`src/sv/tepq_pkg.sv`:
```
// Shared types, sizes and codes for the timed event priority queue.
package tepq_pkg;

  // Store sizes and field widths.
  localparam int QUEUE_DEPTH   = 64;
  localparam int TRIGGER_DEPTH = 16;
  localparam int ID_BITS       = 10;
  localparam int ID_W          = 10;
  localparam int TIME_W        = 64;
  localparam int CMD_W         = 3;
  localparam int KIND_W        = 2;
  localparam int STATUS_W      = 3;

  localparam int Q_CNT_W = $clog2(QUEUE_DEPTH + 1);
  localparam int T_CNT_W = $clog2(TRIGGER_DEPTH + 1);
  localparam int T_IDX_W = (TRIGGER_DEPTH > 1) ? $clog2(TRIGGER_DEPTH) : 1;

  // Command codes.
  typedef enum logic [CMD_W-1:0] {
    CMD_SCHEDULE   = 3'd0,
    CMD_CANCEL_SRC = 3'd1,
    CMD_CANCEL_AT  = 3'd2,
    CMD_RESCHEDULE = 3'd3,
    CMD_PUSH       = 3'd4,
    CMD_POP        = 3'd5
  } cmd_t;

  // Result status codes.
  typedef enum logic [STATUS_W-1:0] {
    ST_OK         = 3'd0,
    ST_QUEUE_FULL = 3'd1,
    ST_PAST       = 3'd2,
    ST_NOT_FOUND  = 3'd3,
    ST_TRIG_FULL  = 3'd4
  } status_t;

  // Kind of item a pop returned.
  typedef enum logic [KIND_W-1:0] {
    KIND_NONE    = 2'd0,
    KIND_TRIGGER = 2'd1,
    KIND_TIMED   = 2'd2
  } kind_t;

  // Data movement of one queue cell.
  typedef enum logic [1:0] {
    MV_HOLD       = 2'd0,
    MV_FROM_RIGHT = 2'd1,
    MV_FROM_LEFT  = 2'd2,
    MV_LOAD       = 2'd3
  } move_t;

  // Sequencer states.
  typedef enum logic [2:0] {
    S_IDLE   = 3'd0,
    S_CMP    = 3'd1,
    S_EXEC   = 3'd2,
    S_RECMP  = 3'd3,
    S_INSERT = 3'd4,
    S_OUT    = 3'd5
  } state_t;

  // Control sent to each cell.
  typedef struct packed {
    logic  cmp_en;
    move_t move;
  } cell_ctrl_t;

  // Compare results held by each cell.
  typedef struct packed {
    logic le;
    logic src_eq;
    logic both_eq;
  } cell_flags_t;

  // One queue entry.
  typedef struct packed {
    logic [TIME_W-1:0]  tstamp;
    logic [ID_BITS-1:0] src;
  } cell_data_t;

endpackage

```
`src/sv/tepq_cell.sv`:
```
// One cell of the sorted queue chain: holds an entry, compares it, shifts it.
module tepq_cell import tepq_pkg::*; (
  input  logic               clk,
  input  cell_ctrl_t         ctrl,
  input  logic               in_range,
  input  logic [TIME_W-1:0]  key_time,
  input  logic [ID_BITS-1:0] key_id,
  input  cell_data_t         left_data,
  input  cell_data_t         right_data,
  output cell_data_t         data,
  output cell_flags_t        flags
);

  // Compare the held entry against the command key.
  always_ff @(posedge clk) begin
    if (ctrl.cmp_en) begin
      flags.le      <= in_range && (data.tstamp <= key_time);
      flags.src_eq  <= in_range && (data.src == key_id);
      flags.both_eq <= in_range && (data.src == key_id) && (data.tstamp == key_time);
    end
  end

  // Move data along the chain or take the new entry.
  always_ff @(posedge clk) begin
    unique case (ctrl.move)
      MV_HOLD:       data <= data;
      MV_FROM_RIGHT: data <= right_data;
      MV_FROM_LEFT:  data <= left_data;
      MV_LOAD:       data <= '{tstamp: key_time, src: key_id};
      default:       data <= data;
    endcase
  end

endmodule

```
`config.mk`:
```
export PLATFORM = sky130hd
export DESIGN_NAME = tepq_cell
export DESIGN_NICKNAME = d
export VERILOG_FILES = /design/src/sv/tepq_pkg.sv /design/src/sv/tepq_cell.sv
export SDC_FILE = /design/constraint.sdc
export NUM_CORES = 1
export LEC_CHECK = 0
export ABC_AREA = 0
export BUFFER_PORTS_ARGS = -buffer_cell sky130_fd_sc_hd__buf_4
export CAP_MARGIN = 20
export CORE_AREA = 4 4 116 118
export DETAILED_ROUTE_END_ITERATION = 6
export DIE_AREA = 0 0 120 122
export GPL_TIMING_DRIVEN = 0
export PLACE_DENSITY_LB_ADDON = 0.1
export SYNTH_ARGS = -nofsm -noshare
export SYNTH_HDL_FRONTEND = slang
export SYNTH_SLANG_ARGS = --single-unit
```
`constraint.sdc`:
```
create_clock -name clk -period 4.2 [get_ports clk]
set_clock_uncertainty 0.1 [all_clocks]
set_input_delay 0.84 -clock clk [delete_from_list [all_inputs] [get_ports clk]]
set_output_delay 0.84 -clock clk [all_outputs]
set_load 0.02 [all_outputs]
```
==> results of run 1 <==
-- flip-flops by register name, summed over array words and instances, names as in the netlist --
| register | flops |
|---|---|
| data | 74 |
| flags | 3 |
-- where the power goes --
group          leakage (uW)  switching, uW  total, uW  internal (uW)
clock              0.000161            311        889            579
sequential         0.000776           56.8       1010            955
combinational       0.00326            433        847            414
-- worst reg2reg max path, delay by kind of cell (launching register included) --
family,cells,cell delay (ps)
compound gates,3,560
fa+ha+maj,1,350
simple gates,3,730
flops,1,440
-- through the flow --
stage	area (um^2)	cells
final	8450	1072
after global routing	8450	1072
after detailed placement	8120	1056
after CTS	8450	1072
after global placement	8100	1055
after floorplan	5620	582
-- placed cells by master (no fill, tap or decap), drive strengths merged, types with 2 or more instances in the layout --
cell type / count
a221oi: 2
o21ai: 10
o21a: 2
nand3: 6
edfxtp: 77
nand2: 17
inv: 70
clkinv: 2
nor2: 80
a211oi: 3
xnor2: 10
nand4: 16
bufinv: 3
and2: 2
nor3: 5
and4: 2
a21oi: 99
mux2i: 74
clkbuf: 29
ha: 64
nor4: 3
buf: 310
a21o: 2
-- area by class of cell --
| cell class | count | area share, % |
|---|---|---|
| tap | 172 | 2.55 |
| buffer | 26 | 1.27 |
| multi-input combinational | 409 | 34.8 |
| inverter | 70 | 3.11 |
| clock buffer | 11 | 2.75 |
| sequential | 77 | 27.4 |
| timing repair buffer | 302 | 27.0 |
| clock inverter | 5 | 1.17 |
-- per-layer routing --
layer | GRT usage [%] | vias to the layer above | share of wire (%)
li1 | - | 2716 | -
met1 | 27.0 | 2551 | 38
met2 | 45.8 | 204 | 53
met3 | 5.76 | 24 | 7.3
met4 | 7.59 | 0 | 1.8
met5 | 0 | - | 0
-- how the worst max path moves through the flow --
| stage | start | endpoint | cells after the start |
|---|---|---|---|
| 2_1_floorplan | ctrl[0] | data[0] | 4 |
| 3_3_place_gp | ctrl[0] | data[24] | 4 |
| 3_5_place_dp | ctrl[0] | data[41] | 5 |
| 4_1_cts | ctrl[0] | data[30] | 5 |
| 5_1_grt | ctrl[0] | data[27] | 5 |
| 6_report | key_time[29] | flags[2] | 9 |
-- cell families after synthesis --
| logic type | count (synthesis) | share of synthesized area, % |
|---|---|---|
| compound gates | 127 | 12.5 |
| xor+xnor | 10 | 1.56 |
| fa+ha+maj | 64 | 14.2 |
| buf+inv | 96 | 6.59 |
| flops | 77 | 41.1 |
| mux | 74 | 13.2 |
| simple gates | 134 | 10.9 |
==> summary.md, run 1 <==
* largest net degree at the start of global routing: 41
* drt initial violations: 259
* count of endpoints failing setup in the final report: 0
* biggest area consumer among synthesized cells: sky130_fd_sc_hd__edfxtp_1
* antenna-violating nets left: 0
* clock slew at reported path FFs: 60 ps
* shortest period the worst path allows: 2570 ps
* worst setup path category: in2reg
* RSZ-0062 raised after global routing: false
* Fin Setup TNS: 0 ps
* die height: 122 um
* hold crit path type: in2reg
* syn avg cell area: 9.66 um^2
* area growth from synthesis to layout: 50.3%
* area taken by multi-input logic gates: 2940 um^2
* post-synthesis cell type count: 36
* port bufs: 301
* area fraction of the dominant cell type after synthesis: 41.1%
* DR DRC count: 0
* data arrival time at the worst-slack endpoint: 2560 ps
* Layout Utilization: 67.8%
* portion of the post-synthesis area used by sequential elements: 41.1%
* Pre-Repair DR Iteration Count: 5
* post-CTS setup buffers: 0
* antenna violations before repair: 0
* worst supply voltage drop on vdd: 0.241 mV
* launch instance of the worst min-delay path: ctrl[2]
* async set or reset register ratio after synthesis: 0%
* worst path buffer plus inverter count: 2
* PostCTS Resize Cnt: 0
* flip-flop and latch count after synthesis: 77
* slew margin rel.: 53.1%
* WHS Endpoint: flags[1]
* Placement Setup Slack: 1250 ps
* origin of the critical flop-to-flop path: data[40]
* number of vias in the routed layout: 5495
* Clk Tree Root Cell: sky130_fd_sc_hd__clkbuf_16
* average wire length per cell after detail routing: 17.1 um
* number of placement rows: 41
* Critical Path End Type: flip-flop
* Worst Slack Setup Final: 1630 ps
* required time at the endpoint of the critical path: 4190 ps
* TritonCTS buffer count: 9
* overflow left after global routing: 0
* final-layout fill cell count: 1023
* highest attainable clock frequency: 0.389 GHz
* total inserted antenna cells: 0
* number of nets in the final layout: 1186
* count of synthesis-stage warnings from yosys: 0
* MaxCap Viol Count: 0
* number of sinks driven by the clock tree: 77
* horizontal die dimension: 120 um
* share of final-layout standard cells stronger than drive strength 1: 36.6%
* drt total wl: 18300 um
* vias per std cell: 5.13
* power density relative to cell area: 325 nW/um^2
* Crit Reg-Reg Endpoint: flags[2]
* synthesized netlist cell count: 582
* Worst Path Max Fanout: 3
* cells taking the most area after synthesis: sky130_fd_sc_hd__edfxtp_1, sky130_fd_sc_hd__ha_1, sky130_fd_sc_hd__mux2i_1
* peak per-stage delay on the critical path: 410 ps
* last weighted congestion value of the routability-driven placer: 0.858
* half-perimeter wire length after detailed placement: 15200 um
* post-route total power: 2750 uW
* run status: finished clean
* Worst Tran Pin Value: 703 ps
* final slew viol count: 0
* number of buffers inserted by hold repair at cts: 0
* global router's overall resource usage: 24.3%
* count of flip-flops with a built-in enable after synthesis: 77
* largest delay contributor family on the critical path: simple AND/OR/NAND/NOR gates
* syn nets: 873
* series of cell instances along the critical path: buf_4 > inv_1 > ha_1 > nand4_1 > nor4_1 > nand2_1 > a311oi_2 > a211oi_1 > a21o_1
* cell with the most instances after synthesis: sky130_fd_sc_hd__a21oi_1
* top post-synthesis cells by count: sky130_fd_sc_hd__a21oi_1, sky130_fd_sc_hd__nor2_1, sky130_fd_sc_hd__edfxtp_1, sky130_fd_sc_hd__mux2i_1, sky130_fd_sc_hd__inv_1
* dominant register cell in the synthesized netlist: sky130_fd_sc_hd__edfxtp_1
* Final Hold Violating Endpoints: 0
* Die Area: 14600 um^2
* leakage component of the power: 0.00420 uW
* CTS tree: built
* Period Utilization, post-route: 61.2%
* number of stages on the worst hold path: 1
* maximum count of clock buffers along a single path: 2
* wire length of the first global-routing pass: 28100 um
* count of H-tree levels built during CTS: 3
* worst hold margin: 632 ps
* cell with the largest stage delay on the worst path: sky130_fd_sc_hd__nor4_1
* sequential cell area: 2310 um^2
* R2R setup slack: 1780 ps
* clock latency on the worst-skew pair: 330 ps
* critical path startpoint category: input pin
* core box area: 12500 um^2
* vias in the first global route: 5782
* effective utilization at floorplan: 45.1%
* IO Count: 304
* R2R cell count: 7
* netlist area before placement: 5620 um^2
(Power assumes the default switching activity.)
==> run 2, diff against run 1 <==
--- a/config.mk
+++ b/config.mk
@@ -8,9 +8,9 @@
 export ABC_AREA = 0
 export BUFFER_PORTS_ARGS = -buffer_cell sky130_fd_sc_hd__buf_4
 export CAP_MARGIN = 20
-export CORE_AREA = 4 4 116 118
+export CORE_MARGIN = 4
+export CORE_UTILIZATION = 41
 export DETAILED_ROUTE_END_ITERATION = 6
-export DIE_AREA = 0 0 120 122
 export GPL_TIMING_DRIVEN = 0
 export PLACE_DENSITY_LB_ADDON = 0.1
 export SYNTH_ARGS = -nofsm -noshare
==> constraint.sdc (replaced) <==
create_clock -name clk -period 2.16 [get_ports clk]
set_clock_uncertainty 0.1 [all_clocks]
set_input_delay 0.432 -clock clk [delete_from_list [all_inputs] [get_ports clk]]
set_output_delay 0.432 -clock clk [all_outputs]
set_load 0.02 [all_outputs]
==> summary.md, run 2 (same netlist as run 1, synthesis figures left out) <==
* half-perimeter wire length after detailed placement: 15200 um
* number of sinks driven by the clock tree: 77
* area taken by multi-input logic gates: 3070 um^2
* leakage component of the power: 0.00420 uW
* last weighted congestion value of the routability-driven placer: 0.900
* hold crit path type: in2reg
* launch instance of the worst min-delay path: ctrl[2]
* data arrival time at the worst-slack endpoint: 2300 ps
* IO Count: 304
* count of H-tree levels built during CTS: 3
* registers with the most flip-flops: data x74, flags x3
* failing checks: setup timing
* die height: 125 um
* Pre-Repair DR Iteration Count: 4
* horizontal die dimension: 125 um
* effective utilization at floorplan: 42.1%
* maximum count of clock buffers along a single path: 2
* power density relative to cell area: 601 nW/um^2
* clock slew at reported path FFs: 60 ps
* port bufs: 301
* met3 track demand over resource: 5.84%
* met1 usage: 26.9%
* number of buffers inserted by hold repair at cts: 0
* wire length of the first global-routing pass: 29400 um
* count of endpoints failing setup in the final report: 1
* antenna-violating nets left: 0
* global router's overall resource usage: 23.4%
* number of stages on the worst hold path: 1
* number of vias in the routed layout: 5465
* required time at the endpoint of the critical path: 2150 ps
* R2R setup slack: -150 ps
* peak per-stage delay on the critical path: 440 ps
* vias per std cell: 5.06
* CTS tree: built
* final slew viol count: 0
* Die Area: 15700 um^2
* final-layout fill cell count: 1127
* origin of the critical flop-to-flop path: data[40]
* drt total wl: 18500 um
* number of placed instances, taps included: 1059
* slew margin rel.: 55.3%
* cell with the largest stage delay on the worst path: sky130_fd_sc_hd__edfxtp_1
* overflow left after global routing: 0
* total inserted antenna cells: 0
* highest-count cells in the layout ignoring fill and taps: sky130_fd_sc_hd__buf_4, sky130_fd_sc_hd__a21oi_1, sky130_fd_sc_hd__nor2_1
* number of placement rows: 42
* most common cell after layout, fill and taps aside: sky130_fd_sc_hd__buf_4
* number of standard cells in the final layout excluding fillers: 1080
* Critical Path End Type: flip-flop
* vias in the first global route: 5808
* global-route met2 utilization: 41.6%
* RSZ-0062 raised after global routing: true
* average wire length per cell after detail routing: 17.2 um
* WHS Endpoint: flags[1]
* number of nets in the final layout: 1190
* Worst Tran Pin Value: 670 ps
* clock latency on the worst-skew pair: 340 ps
* Clk Tree Root Cell: sky130_fd_sc_hd__clkbuf_16
* worst setup path category: reg2reg
* largest net degree at the start of global routing: 38
* antenna violations before repair: 0
* Worst Slack Setup Final: -148 ps
* Final Hold Violating Endpoints: 0
* run status: complete, but fails checks
* highest attainable clock frequency: 0.433 GHz
* sequential cell area: 2310 um^2
* register with the most flip-flops: data
* worst supply voltage drop on vdd: 0.285 mV
* share of final-layout standard cells stronger than drive strength 1: 37.9%
* Layout Utilization: 64.0%
* busiest metal layer after global routing: met2
* series of cell instances along the critical path: ha_4 > nand4_1 > nor4_2 > nand2_1 > a311oi_2 > a211oi_1 > a21o_1
* drt initial violations: 207
* shortest period the worst path allows: 2310 ps
* number of flip-flops in the largest register: 74
* critical path startpoint category: flip-flop
* MaxCap Viol Count: 0
* Worst Path Max Fanout: 3
* Period Utilization, post-route: 107%
* TritonCTS buffer count: 9
* DR DRC count: 0
* core box area: 13300 um^2
* Crit Reg-Reg Endpoint: flags[2]
* area growth from synthesis to layout: 52.0%
* R2R cell count: 7
[run 2: changes by cell type in the layout (fill, tap and decap cells not counted), moves of 2 or more]
| cell | delta |
|---|---|
| sky130_fd_sc_hd__clkbuf_1 | -2 |
| sky130_fd_sc_hd__nor4_1 | -2 |
| sky130_fd_sc_hd__clkinv_1 | +2 |
| sky130_fd_sc_hd__ha_4 | +8 |
| sky130_fd_sc_hd__ha_1 | -8 |
| sky130_fd_sc_hd__clkinv_2 | +2 |
| sky130_fd_sc_hd__bufinv_16 | -2 |
| sky130_fd_sc_hd__buf_4 | +4 |
[run 2: stage by stage]
| stage | setup slack [ps] | cell area (um^2) | hold WS [ps] | setup TNS [ps] | total power [uW] |
|---|---|---|---|---|---|
| 6_report | -148 | 8550 | 218 | -148 | 5140 |
| 2_1_floorplan | -8.82 | 5680 | 444 | -8.82 | 2840 |
| 3_5_place_dp | -572 | 8160 | 559 | -50930 | 3670 |
| 4_1_cts | -144 | 8460 | 204 | -144 | 5150 |
| 3_3_place_gp | -575 | 8160 | 559 | -51520 | 3620 |
| 5_1_grt | -180 | 8550 | 210 | -180 | 5430 |
[run 2: worst max-delay path by stage]
stage                  start        to  slack (ps)  cells after the start
global placement     ctrl[0]  data[23]        -580                      4
global route        data[40]  flags[2]        -180                      7
CTS                 data[45]  flags[2]        -140                      7
finish              data[40]  flags[2]        -150                      7
floorplan           data[19]  flags[2]          -9                      7
detailed placement   ctrl[0]  data[23]        -570                      4
[run 2: routing by layer]
layer,up-vias,part of all wire (%),wire length (um)
met2,220,51,9450
li1,2722,-,-
met3,37,7.0,1310
met1,2486,39,7140
met5,-,0,0
met4,0,3.4,635
[run 2: area by class of cell]
| cell class | instances | share of cell area, % |
|---|---|---|
| Buffer | 26 | 1.26 |
| Clock buffer | 9 | 2.63 |
| Clock inverter | 7 | 0.659 |
| Inverter | 70 | 3.07 |
| Multi-Input combinational cell | 410 | 36.0 |
| Sequential cell | 77 | 27.0 |
| Tap cell | 176 | 2.58 |
| Timing Repair Buffer | 305 | 26.8 |
[run 2: power breakdown]
group	internal (uW)	switching (uW)
logic	836	864
registers	1860	112
clock network	877	591
[run 2: repair_timing]
| action | 4_1_cts | 5_1_grt |
|---|---|---|
| pin swaps | 2 | 3 |
| setup endpoints to repair | 75 | 1 |
| resized for setup | 2 | 5 |
| cloned | 1 | 0 |
| buffers inserted | 0 | 4 |
[run 2: worst max-delay path, delay by kind of cell, from the launching register on]
kind            cells  cell delay, ps
flops               1             440
compound gates      3             550
fa+ha+maj           1             310
simple gates        3             660
